**src/rtl/core/pwk_pkg.sv**
```systemverilog
// ----------------------------------------------------------------------------
// pwk_pkg
// Shared types and constants for the four-level page walker.
// ----------------------------------------------------------------------------
package pwk_pkg;

	localparam int TOP_ENTRIES_C = 512;
	localparam int IDX_W         = 9;
	localparam int CFG_AW        = 3;

	localparam int PML4SHIFT = 39;
	localparam int PDPSHIFT  = 30;
	localparam int PDRSHIFT  = 21;
	localparam int PT_SHIFT  = 12;

	localparam int PG_V  = 0;
	localparam int PG_PS = 7;

	localparam logic [63:0] FRAME_MASK = 64'h000F_FFFF_FFFF_F000;
	localparam logic [21:0] NBPDR      = 22'h20_0000;
	localparam logic [21:0] PAGE_BYTES = 22'h00_1000;
	localparam logic [63:0] LARGE_MASK = ~(64'(NBPDR) - 64'd1);

	localparam logic [1:0] CMD_TRANSLATE = 2'd0;
	localparam logic [1:0] CMD_RESPONSE  = 2'd1;
	localparam logic [1:0] CMD_LOAD      = 2'd2;

	localparam logic KIND_READ = 1'b0;
	localparam logic KIND_DONE = 1'b1;

	localparam logic [CFG_AW-3:0] REG_TRANSLATE_ENABLE = '0;

	typedef enum logic [1:0] {
		LVL_IDLE,
		LVL_PDP,
		LVL_PD,
		LVL_PT
	} walk_lvl_t;

	typedef struct packed {
		logic [1:0]       cmd;
		logic [63:0]      vaddr;
		logic [63:0]      entry_data;
		logic             read_ok;
		logic [IDX_W-1:0] top_index;
	} in_item_t;

	typedef struct packed {
		logic        result_kind;
		logic [51:0] read_addr;
		logic [63:0] phys_addr;
		logic [21:0] bytes_left;
		logic        valid_res;
	} out_item_t;

	typedef struct packed {
		logic step;
		logic adv;
	} walk_ctl_t;

endpackage

```
**src/rtl/core/pwk_walk.sv**
```systemverilog
// ----------------------------------------------------------------------------
// pwk_walk
// Walk sequencer: decodes the request and table entry, keeps the walk
// level and saved address, and holds the result register.
// ----------------------------------------------------------------------------
module pwk_walk
	import pwk_pkg::*;
(
	input  logic      clk,
	input  logic      arst_n,
	input  logic      valid_s1,
	input  in_item_t  item_s1,
	input  logic [63:0] top_entry,
	input  logic      translate_enable,
	output walk_ctl_t ctl,
	output logic      out_valid,
	input  logic      out_ready,
	output out_item_t out_data
);

	walk_lvl_t   lvl_q, lvl_d;
	logic [63:0] saved_q, saved_d;
	logic        out_valid_q;
	out_item_t   out_q;
	out_item_t   res;
	logic        res_gen;
	logic [63:0] ent;

	assign ctl.adv   = !out_valid_q || out_ready;
	assign ctl.step  = valid_s1 && ctl.adv;
	assign out_valid = out_valid_q;
	assign out_data  = out_q;
	assign ent       = item_s1.entry_data;

	always_ff @(posedge clk or negedge arst_n) begin
		if (!arst_n) begin
			lvl_q   <= LVL_IDLE;
			saved_q <= '0;
		end else if (ctl.step) begin
			lvl_q   <= lvl_d;
			saved_q <= saved_d;
		end
	end

	always_comb begin
		lvl_d   = lvl_q;
		saved_d = saved_q;
		res_gen = 1'b0;
		res     = '0;
		unique case (item_s1.cmd)
			CMD_TRANSLATE: begin
				lvl_d   = LVL_IDLE;
				res_gen = 1'b1;
				if (!translate_enable) begin
					res.result_kind = KIND_DONE;
					res.phys_addr   = item_s1.vaddr;
					res.bytes_left  = PAGE_BYTES - 22'(item_s1.vaddr[PT_SHIFT-1:0]);
					res.valid_res   = 1'b1;
				end else begin
					saved_d = item_s1.vaddr;
					if (!top_entry[PG_V]) begin
						res.result_kind = KIND_DONE;
					end else begin
						lvl_d           = LVL_PDP;
						res.result_kind = KIND_READ;
						res.read_addr   = 52'(top_entry & FRAME_MASK)
							| 52'({item_s1.vaddr[PDPSHIFT +: IDX_W], 3'b000});
					end
				end
			end
			CMD_RESPONSE: begin
				if (lvl_q != LVL_IDLE) begin
					res_gen = 1'b1;
					if (!item_s1.read_ok || !ent[PG_V]) begin
						lvl_d           = LVL_IDLE;
						res.result_kind = KIND_DONE;
					end else begin
						unique case (lvl_q)
							LVL_PDP: begin
								lvl_d           = LVL_PD;
								res.result_kind = KIND_READ;
								res.read_addr   = 52'(ent & FRAME_MASK)
									| 52'({saved_q[PDRSHIFT +: IDX_W], 3'b000});
							end
							LVL_PD: begin
								if (ent[PG_PS]) begin
									lvl_d           = LVL_IDLE;
									res.result_kind = KIND_DONE;
									res.phys_addr   = (ent & FRAME_MASK & LARGE_MASK)
										| 64'(saved_q[PDRSHIFT-1:0]);
									res.bytes_left  = NBPDR - 22'(saved_q[PDRSHIFT-1:0]);
									res.valid_res   = 1'b1;
								end else begin
									lvl_d           = LVL_PT;
									res.result_kind = KIND_READ;
									res.read_addr   = 52'(ent & FRAME_MASK)
										| 52'({saved_q[PT_SHIFT +: IDX_W], 3'b000});
								end
							end
							LVL_PT: begin
								lvl_d           = LVL_IDLE;
								res.result_kind = KIND_DONE;
								res.phys_addr   = (ent & FRAME_MASK)
									| 64'(saved_q[PT_SHIFT-1:0]);
								res.bytes_left  = PAGE_BYTES - 22'(saved_q[PT_SHIFT-1:0]);
								res.valid_res   = 1'b1;
							end
							default: begin
								lvl_d   = LVL_IDLE;
								res_gen = 1'b0;
							end
						endcase
					end
				end
			end
			default: begin
			end
		endcase
	end

	always_ff @(posedge clk or negedge arst_n) begin
		if (!arst_n) begin
			out_valid_q <= 1'b0;
		end else if (ctl.adv) begin
			out_valid_q <= ctl.step && res_gen;
		end
	end

	always_ff @(posedge clk) begin
		if (ctl.step && res_gen) begin
			out_q <= res;
		end
	end

endmodule

```
**config.mk**
```make
export PLATFORM = sky130hd
export DESIGN_NAME = pwk_walk
export DESIGN_NICKNAME = d
export VERILOG_FILES = /design/src/rtl/core/pwk_pkg.sv /design/src/rtl/core/pwk_walk.sv
export SDC_FILE = /design/constraint.sdc
export NUM_CORES = 1
export LEC_CHECK = 0
export BUFFER_PORTS_ARGS = -buffer_cell sky130_fd_sc_hd__buf_2
export CORE_ASPECT_RATIO = 0.8
export CORE_MARGIN = 2
export CORE_UTILIZATION = 45
export DETAILED_ROUTE_END_ITERATION = 10
export PLACE_DENSITY = 0.78
export SLEW_MARGIN = 20
export SYNTH_ARGS = -nofsm -noshare
export SYNTH_HDL_FRONTEND = slang
export SYNTH_SLANG_ARGS = --single-unit
```
**constraint.sdc**
```tcl
create_clock -name clk -period 12.02 [get_ports clk]
set_input_delay 0.601 -clock clk [delete_from_list [all_inputs] [get_ports clk]]
set_output_delay 0.601 -clock clk [all_outputs]
set_load 0.03 [all_outputs]
```
# After elaboration in Yosys (flattened, before gate mapping)
# Index checks and enable logic that the tools add are counted.
[word_totals]
memories = 0
latchBits = 0
out_inout_bits = 143
in_bits = 209
elab_cells = 60
regBits = 173
romBits = 0
mem_bits_rw = 0
[op_classes]
n_bitwise = 5
n_mux = 26
n_eq_ne = 5
multipliers = 0
n_reduce_logical = 13
shift = 0
addsub = 3
n_lt_le_gt_ge = 0
div = 0
[op_table]
columns = ["operator", "n"]
rows = [
  ["$pmux 140 s2", 1],
  ["$or 52x12->52", 4],
  ["$mux 52", 3],
  ["$pmux 75 s2", 1],
  ["$mux 140", 1],
  ["$mux 139", 1],
  ["$pmux 52 s2", 1],
  ["$mux 87", 1],
  ["$mux 75", 1],
  ["$or 52x21->52", 1],
  ["$sub 13x12->14 const A", 2],
  ["$sub 22x21->22 const A", 1],
  ["$mux 1", 9],
  ["$pmux 2 s2", 2],
  ["$mux 2", 3],
  ["$reduce_and 3->1", 2],
  ["$eq 2x1->1 const B", 2],
  ["$eq 2x2->1 const B", 2],
  ["$pmux 1 s2", 2],
  ["$reduce_bool 2->1", 2],
  ["$logic_not 1->1", 3],
  ["$reduce_or 3->1", 1],
  ["$logic_and 1x1->1", 2],
  ["$logic_not 2->1", 1],
  ["other kinds (2)", 3],
]

# Logic depth before layout (Yosys ltp)
[depth]
depth_word = 7
ltp_mapped = 8
mapped_depth_nobuf = 6

# Worst setup path after synthesis
# OpenSTA, ideal clock, no wires.
[synth_timing]
kind = "input to register"
startpoint = "input port out_ready"
endpoint = "register out_q, in the netlist out_data[0], enable pin"
path_slack_ps = 7697
t_required_ps = 11531
stages = 3
arrival_ps = 3835
n_path_buf = 0
setup_ps = 489
path_cell_list = "nand2b_1 > nand3_1 > inv_1"
[synth_between]
elab_chain_len = 3
[synth_lines]
columns = ["element", "line", "text"]
rows = [
  ["start, declared", "pwk_walk.sv:17", "input logic out_ready,"],
  ["$logic_or 1x1->1", "pwk_walk.sv:29", "assign ctl.adv = !out_valid_q || out_ready;"],
  ["$logic_and 1x1->1", "pwk_walk.sv:30", "assign ctl.step = valid_s1 && ctl.adv;"],
  ["$logic_and 1x1->1", "pwk_walk.sv:130", "if (ctl.step && res_gen) begin"],
  ["end signal, assigned", "pwk_walk.sv:131", "out_q <= res;"],
  ["end, declared", "pwk_walk.sv:24", "out_item_t out_q;"],
]
# No other way between the ends.
# A chain may end at the register's enable or synchronous reset.

# Worst setup path after layout
[layout_timing]
startpoint = "register lvl_q[1]"
endpoint = "register out_q, in the netlist out_data[49], enable pin"
[layout_between]
elab_chain_len = 7
word_cells_on_any_way = 10
classes_between = "3 x eq/ne; 4 x mux; 3 x reduce/logical"
[layout_lines]
columns = ["element", "line", "text"]
rows = [
  ["start, declared", "pwk_walk.sv:21", "walk_lvl_t lvl_q, lvl_d;"],
  ["start signal, assigned", "pwk_walk.sv:40", "lvl_q <= lvl_d;"],
  ["$eq 2x2->1 or $eq 2x1->1 (tied branches)", "pwk_walk.sv:78", "unique case (lvl_q)"],
  ["$reduce_or 3->1 (no line)", "n/a", ""],
  ["$mux 1", "pwk_walk.sv:78", ""],
  ["$mux 1", "pwk_walk.sv:74", "if (!item_s1.read_ok || !ent[PG_V]) begin"],
  ["$mux 1 *", "pwk_walk.sv:72", "if (lvl_q != LVL_IDLE) begin"],
  ["$pmux 1 s2 *", "pwk_walk.sv:50", "unique case (item_s1.cmd)"],
  ["$logic_and 1x1->1 *", "pwk_walk.sv:130", ""],
]
# Mark *: on every way between the ends. The rest lies on a longest branch, timed or not.

==> out/summary.log <==
qor: critical_path.crit_path_top_delay_cell buf_4
qor: synthesis.synthMostInstantiatedCell edfxtp_1
qor: synthesis.seq_area_frac_synth 65.5%
qor: synthesis.synthAdderAreaFrac 1.00%
qor: clock_network.clock_tree.buffer_depth 2
qor: global_route.antenna_violations_before_repair 0
qor: critical_path.critical_path.max_stage_delay 0.67 ns
qor: global_route.grtUsageMet3 5.86%
qor: timing.timing.final.max_slew_violations 0
qor: global_route.grt_util_met1 30.2%
qor: critical_path.timing.critical_path.from_type flop
qor: clock_network.cts_num_sinks 169
qor: critical_path.required_time_reported_for_the_critical_path_endpoint 12.07 ns
qor: power.pwr_dens 155 mW/mm^2
qor: timing.finalCritPeriodShare 24.7%
qor: floorplan.fp.dieH 119 um
qor: power.design_power_total 1.51 mW
qor: clock_network.post_cts.resized_instances 0
qor: critical_path.setup.worst_path.class reg2reg
qor: global_route.gr-usage-all-layers 22.9%
qor: global_route.gr-total-overflow 0
qor: synthesis.synth_seq_cells 169
qor: synthesis.synth_commonest_cells edfxtp_1, a22o_1, clkbuf_1
qor: cells_and_area.layout.filler_cells 1359
qor: critical_path.worstPathBufferInverterCount 3
qor: detailed_routing.viasPerCell 5.58
qor: synthesis.synth_top_family_by_area compound AO/OA/AOI/OAI gates
qor: global_route.highest_utilization_routing_layer_at_the_global_route_stage met2
qor: floorplan.floorplan.die.width 148 um
qor: clock_network.clk-insertion-delay-late 0.42 ns
qor: detailed_routing.routed-via-count 5889
qor: timing.finalSetupViolCount 0
qor: detailed_routing.post-route-drc-count 0
qor: clock_network.numCtsBuffers 17
qor: detailed_routing.route.detailed.wl_per_inst 19.6 um
qor: floorplan.placeableCoreArea 0.0164 mm^2
qor: synthesis.synth_simple_gate_area_share 7.76%
qor: floorplan.floorplan.initialDensity 45.6%
qor: cells_and_area.insertedDiodeCount 0
qor: floorplan.design.die.area 0.0177 mm^2
qor: synthesis.number_of_synthesized_flops_with_an_enable_pin 136
qor: clock_network.clock-root-buffer clkbuf_16
qor: critical_path.critical_path_arrival 3.01 ns
qor: clock_network.hold_buffers_post_cts 0
qor: min_path.worst_hold_path_type in2async
qor: detailed_routing.drtIter0Drc 494
qor: timing.slew_headroom 43.9%
qor: critical_path.timing.critical_path.to_type flop
qor: cells_and_area.post_route_cells_drive_above_1_share 44.6%
qor: place.place_congestion 0.902
qor: detailed_routing.final_routed_wirelength 20700 um
qor: synthesis.synth_largest_type_area_fraction 54.5%
qor: clock_network.htree_levels 4
qor: floorplan.design.portCount 352
qor: power.power.static_leakage 4.08 nW
qor: flow_run.timing.max_cap.violations 0
qor: timing.tightest_slew 0.839 ns
qor: global_route.via_count_of_the_first_global_routing_pass 5614
qor: timing.skew 0.00847 ns
qor: critical_path.worstPathMaxFanout 84
qor: timing.achievable-frequency 0.337 GHz
qor: detailed_routing.ant_nets 0
qor: synthesis.cell_area_after_synthesis 0.00750 mm^2
qor: synthesis.synth_compound_area_share 16.3%
qor: place.dpl.hpwl 14600 um
qor: timing.grt_setup_unrepaired no
qor: power.ir_drop 94.1 uV
qor: synthesis.post-synth-top-area-cell edfxtp_1
qor: floorplan.rows 42
qor: timing.final.min_clock_period 2.96 ns
qor: timing.holdWs 0.283 ns
qor: outcome.outcome complete, no violations
qor: synthesis.postSynth.topFlopCell edfxtp_1
qor: critical_path.cp_cell_sequence inv_1 > ha_1 > a21oi_1 > nand3_1 > inv_6 > buf_4
qor: clock_network.clock_tree_from_tritoncts built
qor: timing.setup-tns-final 0 ns
qor: clock_network.cts.clk_slew.worst_paths 0.06 ns
qor: synthesis.synth_xor_area_share 1.87%
qor: place.port-buffer-count 294
qor: synthesis.syn_inst 542
qor: synthesis.synthTopCellsByArea edfxtp_1, dfrtp_1, a22o_1
qor: cells_and_area.nets 1037
qor: cells_and_area.flow.area_growth_from_synthesis 30.1%
qor: timing.hold_violations 0
qor: synthesis.muxShareOfSynthArea 4.47%
qor: synthesis.synth_cell_type_count 48
qor: detailed_routing.first_pass_iters 5
qor: global_route.global_route.usage.met2 37.5%
qor: synthesis.ys_async_sr_fraction 19.5%
qor: synthesis.synth.avg_cell_area 13.8 um^2
qor: critical_path.cpLargestDelayFamily buffers and inverters
qor: global_route.pin_count_of_the_biggest_net_entering_global_routing 85
qor: global_route.grt_first_pass_wirelength 30800 um
qor: synthesis.number_of_warnings_reported_in_the_yosys_synthesis_log 0
qor: clock_network.cts_setup_buffers 0
## metrics by stage
stage                     util [%]  worst slack (ns)  std cells  cell area [um^2]
after floorplan                  -              7.70        544              7510
after global placement        55.6              8.95       1022              9150
after detailed placement      55.7              8.89       1022              9150
after CTS                     59.1              8.96       1054              9730
after global routing          59.3              8.81       1055              9750
final                         59.3              9.06       1055              9750
## final timing paths
check,start,to,slack [ns],cells past startpoint
max reg2reg,lvl_q[1],out_data[49],9.06,6
min in group clk,item_s1[86],saved_q[12],0.43,2
min reg2reg,saved_q[25],saved_q[25],0.52,1
max,lvl_q[1],out_data[49],9.06,6
min,arst_n,saved_q[16],0.28,1
max in group asynchronous,arst_n,saved_q[9],11.22,1
## report_power, final
part           internal (mW)  switching [mW]
sequential             0.690          0.0477
combinational         0.0874           0.148
clock                  0.306           0.231
## per-layer routing
metal	share of wire, %	vias up
met3	8.8	25
met2	48	318
met1	42	2852
met4	1.7	0
met5	0	-
li1	-	2694
## final cells by class
cell class / instances / area [um^2] / share of cell area [%]
tap: 220 / 275 / 2.82
multi-input combinational: 321 / 2390 / 24.5
clock inverter: 15 / 146 / 1.50
sequential: 169 / 4910 / 50.3
timing repair buffer: 304 / 1570 / 16.1
inverter: 9 / 38.8 / 0.398
clock buffer: 17 / 425 / 4.36
## registers in the layout, summed over array words and instances (netlist names)
name,count
out_data,136
saved_q,30
lvl_q,2
out_valid,1
## placed cells by master, fill, tap and decap left out, drive strengths merged, types with 8 or more instances in the layout
cell,n
a21oi,10
a22o,82
a22oi,18
and2,14
buf,304
clkbuf,17
dfrtp,33
edfxtp,136
inv,14
mux2,28
nand2,26
nor2,12
nor3,16
nor4,9
o21ai,22
o22ai,9
or4,8
xor2,14
## cell families after synthesis
group / after synthesis
AO/OA/AOI/OAI: 159
XOR/XNOR: 16
adder cells (fa/ha/maj): 6
buffers and inverters: 54
flip-flops: 169
multiplexers: 30
other: 1
AND/OR/NAND/NOR: 107
(Power assumes the default switching activity.)
